<file path="src/design/cpts_ram.sv">
// Generic single-port-write, single-port-read RAM with registered read.
// No dependencies.
module cpts_ram #(
    parameter int WIDTH = 32,
    parameter int DEPTH = 64
) (
    input  logic                     clk,
    input  logic                     wr_en,
    input  logic [$clog2(DEPTH)-1:0] wr_addr,
    input  logic [WIDTH-1:0]         wr_data,
    input  logic [$clog2(DEPTH)-1:0] rd_addr,
    output logic [WIDTH-1:0]         rd_data
);
    logic [WIDTH-1:0] mem [DEPTH];

    always_ff @(posedge clk)
    begin
        if (wr_en)
        begin
            mem[wr_addr] <= wr_data;
        end
        rd_data <= mem[rd_addr];
    end
endmodule

</file>
<file path="config.mk">
export PLATFORM = sky130hd
export DESIGN_NAME = cpts_ram
export DESIGN_NICKNAME = d
export VERILOG_FILES = /design/src/design/cpts_ram.sv
export SDC_FILE = /design/constraint.sdc
export NUM_CORES = 2
export LEC_CHECK = 0
export BUFFER_PORTS_ARGS = -buffer_cell sky130_fd_sc_hd__buf_2
export CAP_MARGIN = 20
export CORE_ASPECT_RATIO = 1.1
export CORE_MARGIN = 2
export CORE_UTILIZATION = 50
export DETAILED_ROUTE_END_ITERATION = 10
export PLACE_DENSITY = 0.65
export RECOVER_POWER = 25
export SYNTH_ARGS = -nofsm -noshare
export SYNTH_HDL_FRONTEND = slang
export SYNTH_SLANG_ARGS = --single-unit
export TNS_END_PERCENT = 1
</file>
<file path="constraint.sdc">
create_clock -name clk -period 4 [get_ports clk]
set_input_delay 0.4 -clock clk [delete_from_list [all_inputs] [get_ports clk]]
set_output_delay 0.4 -clock clk [all_outputs]
set_load 0.005 [all_outputs]
</file>
[Word-level counts from Yosys, hierarchy flattened]
Memory sizes are Yosys's and may differ from the RTL's. A register that Yosys moved wholly into a read port is not among the register bits.
Cells that the tools add are included.
Storage, ports and cells
  register bits after elaboration: 0
  RAM bits: 2048
  input port bits: 46
  output and inout port bits: 32
  logic and storage cells: 3
  memories: 1
Cells by class
  muxes and demuxes: 2
Memories
  mem: depth 64, bits a word 32, rd ports 1, clocked after memory_dff 1, write ports 1, line 14  | logic [WIDTH-1:0] mem [DEPTH];
Operator list (number)
  $mux W1: 2

[Logic depth before layout (Yosys ltp)]
  depth in word-level cells: 2
  mapped depth: 10
  mapped depth without buffers: 5

[Worst setup path after synthesis]
No wires, ideal clock.
  path kind: input-to-reg
  start point: in wr_addr[3]
  end point: mem mem[48][0], enable pin
  library setup time: 461 ps
  data arrival time: 3099 ps
  required time: 3539 ps
  setup slack: 440 ps
  stages: 4
  buffers on the path: 1
  cell sequence: clkbuf_1 -> nor2b_1 -> nand4b_1 -> nor3_1
RTL lines
  from (decl): line 9  | input logic [$clog2(DEPTH)-1:0] wr_addr,
  to (decl): line 14
No word-level cell before the write port.

==> impl_metrics.py <==
metrics = {
    "outcome": {
        "status": "finished with violations",
        "violations": "capacitance limit, slew limit",
    },
    "worst_hold_path": {
        "min_path_type": "input port to flop",
        "whs_path_depth": 3,
    },
    "timing": {
        "timing.setup.tns_ns": 0,
        "worst_pin_slew_ns": 3.372,
        "setup_slack_ns": 1.142,
        "min_period_ns": 2.858,
        "fin_skew_ns": 0.03169,
        "slew_headroom": -1.248,
        "final-setup-viol-count": 0,
        "rsz0062_at_grt": "no",
        "period_share": 0.7146,
        "slew_viol_final": 894,
        "hold_viol": 0,
        "fmax_ghz": 0.3498,
    },
    "power_and_ir_drop": {
        "switchingPower_mw": 9.474,
        "p_sw_frac": 0.2098,
        "p_leak_nw": 28.05,
        "p_per_area_nw_per_um2": 503.1,
        "peakVddDrop_uv": 506.9,
        "clkPwrFrac": 0.412,
        "p_comb_frac": 0.051,
        "intPower_mw": 35.68,
        "pwr-share-seq": 0.537,
    },
    "placed_design": {
        "dp_cells": 5516,
        "numPortBuffers": 77,
        "hpwlAfterDp_um": 116400,
        "pre_cts_ws_ns": 0.1811,
        "place_area_um2": 83130,
        "gp_congestion": 0.7958,
    },
    "critical_path": {
        "critPathArrivalTime_ns": 3.52,
        "cp_data_required_time_ns": 4.66,
        "crit_path_end_kind": "flop",
        "crit_path_max_fanout": 46,
        "crit_chain": "buf_8 -> buf_12 -> buf_4 -> mux4_2 -> mux4_2 -> o22ai_1 -> nor2_1",
        "cpMostUsedCell": "mux4_2",
        "critPathLaunchType": "input port",
        "critPathSlowestCell": "o22ai_1",
        "criticalPathCategory": "input port to flop",
        "slowest_delay_ns": 0.61,
        "r2r_cells": 4,
    },
    "logic_synthesis": {
        "synth.yosys.warnings": 0,
        "ys_seq_elements": 2080,
        "yosysSeqAreaShare": 0.7914,
        "synth-edff-count": 2048,
        "syn_nets": 3370,
        "async_flop_share": 0,
        "syn_inst": 3324,
        "synth-main-ff-cell": "edfxtp_1",
        "synth_cell_types": 34,
        "syn_area_um2": 78520,
        "syn_area_per_cell_um2": 23.62,
    },
    "grt": {
        "grt_max_degree": 68,
        "grt_overflow": 0,
        "antenna_found_initial": 18,
        "first_global_vias": 37580,
        "grt_usage": 0.2572,
        "grt_pass1_wl_um": 284900,
    },
    "clock_tree": {
        "cts-root-buf": "clkbuf_16",
        "clk_pin_slew_ns": 0.06,
        "cts_repair_resize_count": 0,
        "worstSkewPairLatency_ns": 0.83,
        "cts_tree": "done",
        "cts.sinks": 2080,
        "post-cts-setup-buffers": 0,
        "cts-htree-levels": 4,
        "clock_path_buffers": 3,
        "cts_made_buffers": 198,
    },
    "floorplanning": {
        "io_pins": 78,
        "die_h_um": 419.6,
        "fp.coreArea_um2": 156000,
        "chipWidth_um": 381.8,
        "num_rows": 152,
        "die-area_um2": 160200,
        "start_util": 0.5035,
    },
    "final_layout": {
        "final_nets": 3702,
        "synthToLayoutAreaGrowth_pct": 14.32,
        "drive_above_1_share": 0.3037,
        "stdcell_area_um2": 89750,
        "final_cells": 5911,
        "final_cell_mix": "edfxtp_1, mux4_2, clkbuf_16",
        "layout_commonest_cell": "edfxtp_1",
    },
    "run": {
        "drv_cap": 19,
    },
    "routing": {
        "wire_per_inst_um": 34.57,
        "vias": 37550,
        "first_iter_violations": 5059,
        "ant_nets": 0,
        "drc": 0,
        "wl_um": 204300,
        "dr.pass1.iters": 5,
        "vias_per_cell": 6.353,
    },
}
[power by group through the flow]
stage                     logic, mW  clock network (mW)  registers (mW)
after CTS                      2.30                18.8            24.3
after floorplan                1.17                   0            24.6
after detailed placement       2.30                   0            24.7
after global routing           2.43                19.6            24.3
final                          2.30                18.6            24.3
after global placement         2.27                   0            24.7
[cell type report]
| cell class | instances | area, µm² |
|---|---|---|
| fill | 11170 | 66190 |
| clock inverter | 107 | 1046 |
| multi-input combinational | 1062 | 15970 |
| tap | 2079 | 2601 |
| sequential | 2080 | 62140 |
| antenna | 9 | 22.52 |
| timing repair buffer | 314 | 2606 |
| clock buffer | 260 | 5374 |
[synthesized netlist by cell type (5+ instances only)]
cell type | number | area, µm²
a21oi_1 | 62 | 310.3
a22oi_1 | 12 | 90.09
a311oi_1 | 8 | 70.07
buf_1 | 21 | 78.83
buf_2 | 57 | 285.3
buf_4 | 25 | 187.7
buf_6 | 5 | 56.30
clkbuf_1 | 74 | 277.8
dfxtp_1 | 32 | 640.6
edfxtp_1 | 2048 | 61500
mux2i_1 | 93 | 930.9
mux4_2 | 544 | 12250
nand2_1 | 26 | 97.59
nand2b_1 | 8 | 50.05
nand3_1 | 5 | 25.02
nand3b_1 | 5 | 37.54
nor2_1 | 137 | 514.2
nor2b_1 | 15 | 93.84
nor3_1 | 7 | 35.03
o221ai_1 | 27 | 236.5
o22ai_1 | 84 | 525.5
[path summary, 6_finish.rpt]
check,startpoint,end,slack (ns)
setup reg to reg,mem[15][24]$_DFFE_PP_,rd_data[24]$_DFF_P_,1.60
hold reg to reg,mem[13][17]$_DFFE_PP_,rd_data[17]$_DFF_P_,0.79
hold / removal,wr_addr[1],mem[49][4]$_DFFE_PP_,0.27
setup / recovery,rd_addr[0],rd_data[24]$_DFF_P_,1.14
[logic make-up after synthesis]
logic type	count (synthesis)	synth area share
flip-flops	2080	0.7914
AO/OA/AOI/OAI	202	0.01673
multiplexers	637	0.1679
buffers and inverters	182	0.01128
AND/OR/NAND/NOR	223	0.01265
[registers in the layout, summed over array words and instances, names as in the netlist]
| signal | flops |
|---|---|
| mem | 2048 |
| rd_data | 32 |
[per-stage QoR]
stage	hold slack [ns]	util	power [mW]
2_1_floorplan	0.4989	-	25.81
3_3_place_gp	0.7118	0.5330	26.98
3_5_place_dp	0.7273	0.5331	27.01
4_1_cts	0.03686	0.5745	45.40
5_1_grt	0.2579	0.5754	46.33
6_report	0.2670	0.5755	45.15
[worst max-delay path, delay by kind of cell]
kind            cells  cell delay, ns
compound gates      1            0.61
mux                 2            1.09
simple gates        1            0.22
buf+inv             3            1.15
[routing by layer]
metal  track usage  wire length [µm]
met4       0.08455              6374
met1        0.3513             78550
met2        0.4111             98710
met3       0.06318             20590
met5             0               106
[timing repair]
action                     4_1_cts  5_1_grt
setup endpoints to repair        0        0
hold buffers                     4        6
hold endpoints to repair        45       62
Note: power is estimated with default switching activity, not from simulation.
