$ cat config.mk
export PLATFORM = sky130hd
export DESIGN_NAME = cpts_front_flat
export DESIGN_NICKNAME = d
export VERILOG_FILES = /design/src/design/cpts_pkg.sv /design/src/design/cpts_if.sv /design/src/design/cpts_front.sv /design/src/flat_wrapper.sv
export SDC_FILE = /design/constraint.sdc
export NUM_CORES = 1
export LEC_CHECK = 0
export ABC_AREA = 1
export BUFFER_PORTS_ARGS = -buffer_cell sky130_fd_sc_hd__buf_2
export CORE_MARGIN = 2
export CORE_UTILIZATION = 35
export DETAILED_ROUTE_END_ITERATION = 16
export PLACE_DENSITY = 0.93
export SLEW_MARGIN = 10
export SYNTH_ARGS = -nofsm -noshare
export SYNTH_HDL_FRONTEND = slang
export SYNTH_SLANG_ARGS = --single-unit
$ cat constraint.sdc
create_clock -name clk -period 1.9 [get_ports clk]
set_clock_uncertainty 0.15 [all_clocks]
set_input_delay 0.19 -clock clk [delete_from_list [all_inputs] [get_ports clk]]
set_output_delay 0.19 -clock clk [all_outputs]
set_load 0.01 [all_outputs]
$ cat src/design/cpts_pkg.sv
// Package for the convex polygon trapezoid splitter.
// Holds sizing constants and status codes.
// No dependencies.
package cpts_pkg;

    localparam int MAX_VERTICES_DEF = 64;
    localparam int COORD_BITS_DEF   = 32;
    localparam int FRAC_BITS_DEF    = 16;
    localparam int X_BITS           = 48;
    localparam int Y_BITS           = 32;

    localparam logic [1:0] STATUS_OK       = 2'd0;
    localparam logic [1:0] STATUS_OVERFLOW = 2'd1;
    localparam logic [1:0] STATUS_TOO_FEW  = 2'd2;

endpackage

$ cat src/design/cpts_if.sv
// Valid/ready channel interfaces for the trapezoid splitter.
// Field widths are written out in the interfaces; no dependencies.
interface cpts_vertex_if;
    logic               valid;
    logic               ready;
    logic signed [31:0] vertex_x;
    logic signed [31:0] vertex_y;
    logic               last_vertex;
    modport source (output valid, vertex_x, vertex_y, last_vertex, input ready);
    modport sink (input valid, vertex_x, vertex_y, last_vertex, output ready);
endinterface


$ cat src/design/cpts_front.sv
// Front end: takes vertex beats, writes the vertex stores, counts and
// classifies each polygon, then posts one job to the back end. Depends on cpts_pkg, cpts_if.
module cpts_front #(
    parameter int MAX_VERTICES = cpts_pkg::MAX_VERTICES_DEF,
    parameter int COORD_BITS   = cpts_pkg::COORD_BITS_DEF,
    parameter int IDX_BITS     = $clog2(MAX_VERTICES),
    parameter int CNT_BITS     = $clog2(MAX_VERTICES + 1)
) (
    input  logic                       clk,
    input  logic                       rst_n,
    cpts_vertex_if.sink                vin,
    output logic                       wr_en,
    output logic [IDX_BITS-1:0]        wr_addr,
    output logic signed [31:0]         wr_x,
    output logic signed [31:0]         wr_y,
    output logic                       job_valid,
    input  logic                       job_ready,
    output logic [CNT_BITS-1:0]        job_count,
    output logic [1:0]                 job_status
);
    logic [CNT_BITS-1:0] count_reg;
    logic                ovf_reg;
    logic                job_valid_reg;
    logic [CNT_BITS-1:0] job_count_reg;
    logic [1:0]          job_status_reg;
    logic                fire;
    logic                full;
    logic [CNT_BITS-1:0] count_next;
    logic                ovf_next;

    assign vin.ready = !job_valid_reg;
    assign fire      = vin.valid && vin.ready;
    assign full      = count_reg == CNT_BITS'(MAX_VERTICES);
    assign wr_en     = fire && !full;
    assign wr_addr   = count_reg[IDX_BITS-1:0];
    assign wr_x      = 32'(signed'(vin.vertex_x[COORD_BITS-1:0]));
    assign wr_y      = 32'(signed'(vin.vertex_y[COORD_BITS-1:0]));
    assign count_next = full ? count_reg : count_reg + 1'b1;
    assign ovf_next   = ovf_reg || full;

    always_ff @(posedge clk or negedge rst_n)
    begin
        if (!rst_n)
        begin
            count_reg      <= '0;
            ovf_reg        <= 1'b0;
            job_valid_reg  <= 1'b0;
            job_count_reg  <= '0;
            job_status_reg <= cpts_pkg::STATUS_OK;
        end
        else
        begin
            if (job_valid_reg && job_ready)
            begin
                job_valid_reg <= 1'b0;
            end
            if (fire)
            begin
                if (vin.last_vertex)
                begin
                    count_reg     <= '0;
                    ovf_reg       <= 1'b0;
                    job_valid_reg <= 1'b1;
                    job_count_reg <= count_next;
                    if (ovf_next)
                    begin
                        job_status_reg <= cpts_pkg::STATUS_OVERFLOW;
                    end
                    else if (count_next < CNT_BITS'(3))
                    begin
                        job_status_reg <= cpts_pkg::STATUS_TOO_FEW;
                    end
                    else
                    begin
                        job_status_reg <= cpts_pkg::STATUS_OK;
                    end
                end
                else
                begin
                    count_reg <= count_next;
                    ovf_reg   <= ovf_next;
                end
            end
        end
    end

    assign job_valid  = job_valid_reg;
    assign job_count  = job_count_reg;
    assign job_status = job_status_reg;
endmodule

$ cat src/flat_wrapper.sv
// flat-port wrapper written by rule: the top's interface ports become plain ports
module cpts_front_flat 
#(
    parameter int MAX_VERTICES = cpts_pkg::MAX_VERTICES_DEF,
    parameter int COORD_BITS   = cpts_pkg::COORD_BITS_DEF,
    parameter int IDX_BITS     = $clog2(MAX_VERTICES),
    parameter int CNT_BITS     = $clog2(MAX_VERTICES + 1)
)
  (clk, rst_n, wr_en, wr_addr, wr_x, wr_y, job_valid, job_ready, job_count, job_status, vin_valid, vin_vertex_x, vin_vertex_y, vin_last_vertex, vin_ready);
  cpts_vertex_if vin_i ();
  input  logic clk;
  input  logic rst_n;
  output logic wr_en;
  output logic [IDX_BITS-1:0] wr_addr;
  output logic signed [31:0] wr_x;
  output logic signed [31:0] wr_y;
  output logic job_valid;
  input  logic job_ready;
  output logic [CNT_BITS-1:0] job_count;
  output logic [1:0] job_status;
  input wire logic [$bits(vin_i.valid)-1:0] vin_valid;
  input wire logic [$bits(vin_i.vertex_x)-1:0] vin_vertex_x;
  input wire logic [$bits(vin_i.vertex_y)-1:0] vin_vertex_y;
  input wire logic [$bits(vin_i.last_vertex)-1:0] vin_last_vertex;
  output wire logic [$bits(vin_i.ready)-1:0] vin_ready;
  assign vin_i.valid = vin_valid;
  assign vin_i.vertex_x = vin_vertex_x;
  assign vin_i.vertex_y = vin_vertex_y;
  assign vin_i.last_vertex = vin_last_vertex;
  assign vin_ready = vin_i.ready;
  cpts_front #(.MAX_VERTICES(MAX_VERTICES), .COORD_BITS(COORD_BITS), .IDX_BITS(IDX_BITS), .CNT_BITS(CNT_BITS)) u_core (.clk(clk), .rst_n(rst_n), .vin(vin_i), .wr_en(wr_en), .wr_addr(wr_addr), .wr_x(wr_x), .wr_y(wr_y), .job_valid(job_valid), .job_ready(job_ready), .job_count(job_count), .job_status(job_status));
endmodule
---- After elaboration in Yosys (flattened, before gate mapping) ----
Index checks and enable logic that the tools add are counted.
cells by class
  mux-type cells .......................... 8
  equality and inequality tests ........... 1
  add/subtract/negate cells ............... 1
  $lt $le $gt $ge ......................... 1
  reductions and logical operators ........ 7
operator list
  kind                                                 count
  2-to-1 mux 7 bit                                     2
  adder 7 x 1 -> 7 bit (second input constant)         1
  == test 7 bit (second input constant)                1
  < comparator 7 x 2 -> 1 bit (second input constant)  1
  2-to-1 mux 1 bit                                     4
  2-to-1 mux 2 bit                                     2
  logical AND 1 bit                                    3
  zero test 1 bit                                      2
  AND reduction 2 bit                                  1
  logical OR 1 bit                                     1
word-level totals
  register bits ........................... 18
  input port bits ......................... 69
  logic and storage cells ................. 23
  output and inout bits ................... 82

---- Longest topological paths before layout ----
  word-level depth ........................ 5
  depth in mapped cells ................... 10
  gate-level depth less buffers ........... 10

---- Worst setup path after synthesis ----
No wires, ideal clock.
  path type ............................... reg-to-reg
  from .................................... reg u_core.count_reg[0]
  to ...................................... reg u_core.job_status_reg[1], in the netlist u_core.job_status[1]
  clock period less this slack ............ 1,469 ps
  setup slack ............................. 431 ps
  data required time ...................... 1,633 ps
  arrival time ............................ 1,202 ps
  cell stages (with the launch flop) ...... 10
  path buffers ............................ 0
  library setup time ...................... 117 ps
  path through ............................ dfrtp_1 > inv_1 > ha_1 > nand2_1 > inv_1 > nand3_2 > o21ai_1 > nand2_1 > nand3_1 > nand2_1
between the ends
  cells in the longest elaborated chain, start to end .. 5
  elaborated cells between the ends (all ways) .. 7
  classes of those cells .................. 1 x add/sub; 1 x order compare; 1 x eq/ne; 3 x mux; 1 x reduce/logical
ends and longest elaborated chain
  element                                                       line                                text
  start, declared                                               cpts_front.sv:21                    logic [CNT_BITS-1:0] count_reg;
  start signal, assigned                                        cpts_front.sv:80                    count_reg <= count_next;
  adder 7 x 1 -> 7 bit / == test 7 bit (equally long branches)  cpts_front.sv:38, cpts_front.sv:33
  2-to-1 mux 7 bit                                              cpts_front.sv:38                    assign count_next = full ? count_reg : count_reg + 1'b1;
  < comparator 7 x 2 -> 1 bit                                   cpts_front.sv:69                    else if (count_next < CNT_BITS'(3))
  2-to-1 mux 2 bit                                              cpts_front.sv:69
  2-to-1 mux 2 bit *                                            cpts_front.sv:65                    if (ovf_next)
  end signal, assigned                                          cpts_front.sv:67                    job_status_reg <= cpts_pkg::STATUS_OVERFLOW;
  end signal, assigned                                          cpts_front.sv:71                    job_status_reg <= cpts_pkg::STATUS_TOO_FEW;
  end signal, assigned                                          cpts_front.sv:75                    job_status_reg <= cpts_pkg::STATUS_OK;
  end, declared                                                 cpts_front.sv:25                    logic [1:0] job_status_reg;
Mark *: on every way between the ends. The rest lies on a longest branch, timed or not.
A chain may end at the register's enable or synchronous reset.

---- Final worst setup path ----
  from .................................... reg u_core.count_reg[0]
  to ...................................... out wr_en
between the ends
  cells in the longest elaborated chain, start to end .. 3
ends and longest elaborated chain
  element            line                text
  == test 7 bit      cpts_front.sv:33    assign full = count_reg == CNT_BITS'(MAX_VERTICES);
  zero test 1 bit    cpts_front.sv:34    assign wr_en = fire && !full;
  logical AND 1 bit  cpts_front.sv:34
  end, declared      flat_wrapper.sv:13  output logic wr_en;
No other way between the ends.

==> results.txt <==
status: finished clean
P&R area growth vs syn: -20.2%
Clock Sink Count: 18
Final Util: 28.6%
hpwl dp: 1960 µm
CTS Buf Count: 3
commonest non-fill, non-tap cells in the layout: nand2_1, buf_2, inv_1, dfrtp_1, o21ai_0
Sequential Power Share: 46.6%
# DRC: 0
post-synth design cell area: 0.00141 mm²
Synth cell types: 19
initial antenna violation count: 0
critical path peak fanout: 7
Net Sw Frac: 33.8%
Setup TNS: 0 ns
Worst-Margin Slew: 0.426 ns
worst stage delay on the critical path: 0.43 ns
Mapped Cells: 177
# IOs: 151
Peak VDD IR: 548 µV
ANT cells: 0
I/O Buffers: 22
vias per inst: 4.87
Top cell by count, worst path: inv_1
logic gate share of total power: 28.1%
switching power: 356 µW
GRT overflow: 0
max_slew headroom: 71.6%
H-tree depth: 1
Setup-failing EPs final: 0
first-pass GRT wire length: 4160 µm
largest net degree at the start of global routing: 19
Total GRT Usage: 12.5%
Post-DRT Antenna Nets: 0
Slew Limit Fails: 0
vias in the first global route: 894
layout cell share with drive strength beyond 1: 22.4%
final period utilization: 97.0%
critical-path cell list: inv_1, ha_1, nand2_1, inv_1, nand3_4, nand2_1, inv_1, buf_2
Clock power frac: 25.4%
Routability Congestion: 0.824
drt pass-1 iters: 4
Vias: 896
sequential element share of the synthesized area: 31.9%
Max clock buf depth: 2
Arr. time, crit path: 1.50 ns
# nets final: 208
Startpoint Class: register
CTS clock-pin slew for the worst setup and hold paths: 0.06 ns
fmax: 543 MHz
Initial Util: 35.8%
worst skew pair latency: 0.26 ns
num rows: 23
Yosys warnings: 0
Worst EP required: 1.56 ns
DR iter-0 viols: 34
pwr dens: 935 mW/mm²
Syn Nets: 249
RSZ-0062 raised after global routing: false
WL/cell: 14.3 µm
hold crit path type: in -> reg
Die Ht: 67.5 µm
Power Internal: 698 µW
Die ar.: 0.00456 mm²
maxcap violations: 0
Worst Path Buf+Inv: 4
Die Wd: 67.5 µm
Hold Violations, Final: 0
fin crit period: 1.84 ns
delay-heaviest family, CP: flip-flops
clock root buffer: clkbuf_8
crit path kind: reg -> out
Pleak: 0.000592 µW
core area: 0.00394 mm²
slowest CP cell: dfrtp_2
CP Capture Type: output port
TritonCTS clock tree: built
drt total wl: 2630 µm
Seq cells post-synth: 18
mean post-synth cell area: 7.97 µm²
commonest non-fill, non-tap cell in the layout: nand2_1
cell type report:
cell class | count | area [µm²]
inverter | 18 | 67.6
clock buffer | 3 | 41.3
timing repair buffer | 25 | 138
sequential | 18 | 453
tap | 50 | 62.6
multi-input combinational | 70 | 364
fill | 422 | 2820
path summary, 6_finish.rpt:
| check | start | endpoint | slack (ns) | depth (start not counted) |
|---|---|---|---|---|
| hold / removal | vin_valid | u_core.count_reg[2] | 0.13 | 4 |
| setup reg to reg | u_core.count_reg[0] | u_core.job_status[1] | 0.25 | 10 |
| setup / recovery | u_core.count_reg[0] | wr_en | 0.06 | 8 |
| max in group asynchronous | rst_n | u_core.count_reg[1] | 1.04 | 2 |
| hold reg to reg | u_core.job_count[6] | u_core.job_count[6] | 0.33 | 2 |
| min in group asynchronous | rst_n | u_core.job_valid | 0.24 | 2 |
layer usage:
metal  routed length (µm)  track usage [%]
met1                 1090             13.8
met5                    0                0
met3                  227             3.33
met4                  102             12.2
met2                 1200             19.1
synthesized netlist by cell type (all sizes together):
cell type,instances,area share [%]
ha,3,2.7
xor2,1,0.62
clkinv,1,0.27
o22ai,6,2.7
nand4,3,1.3
o21bai,1,0.53
o21a,1,0.53
inv,17,4.5
nand3,7,2.8
nor2,6,1.6
and2,1,0.44
dfrtp,18,32
nand2,28,7.4
buf,71,38
o21ai,12,4.3
a21oi,1,0.35
through the flow:
| stage | area (µm²) | total power (µW) | std cells | setup slack [ns] | hold slack [ns] |
|---|---|---|---|---|---|
| final | 1130 | 1050 | 184 | 0.0568 | 0.130 |
| after floorplan | 1410 | 809 | 177 | 0.431 | -0.256 |
| after CTS | 1110 | 1050 | 183 | 0.00847 | 0.132 |
| after detailed placement | 1050 | 770 | 178 | 0.247 | -0.000339 |
| after global routing | 1130 | 1110 | 184 | 0.00210 | 0.184 |
| after global placement | 1050 | 752 | 178 | 0.368 | -0.0144 |
timing repair:
item,in CTS,in global routing
buffers inserted,0,1
hold buffers,2,0
gates resized for setup,1,3
pin swaps,0,0
cloned,0,0
endpoints found under the hold margin,19,0
endpoints found under the setup margin,1,1
logic make-up after synthesis:
group / share of synthesized area, %
AND/OR/NAND/NOR: 13.7
XOR/XNOR: 0.621
AO/OA/AOI/OAI: 8.33
adder cells (fa/ha/maj): 2.66
buffers and inverters: 42.8
flip-flops: 31.9
worst register-to-register path, stage by stage (launching register included):
cell and delay (ns):
dfrtp_2 0.43, inv_1 0.11, ha_1 0.16, nand2_1 0.05, inv_1 0.11, nand3_4 0.12
nand2_1 0.14, nand3_1 0.08, nor2_1 0.09, nand3_1 0.07, nand2_1 0.07
power groups by stage:
stage | Sequential (µW) | Clock [µW] | Combinational (µW)
2_1_floorplan | 509 | 0 | 300
3_3_place_gp | 494 | 0 | 258
3_5_place_dp | 497 | 0 | 272
4_1_cts | 493 | 270 | 286
5_1_grt | 501 | 290 | 324
6_report | 491 | 267 | 296
(Power assumes the default switching activity.)
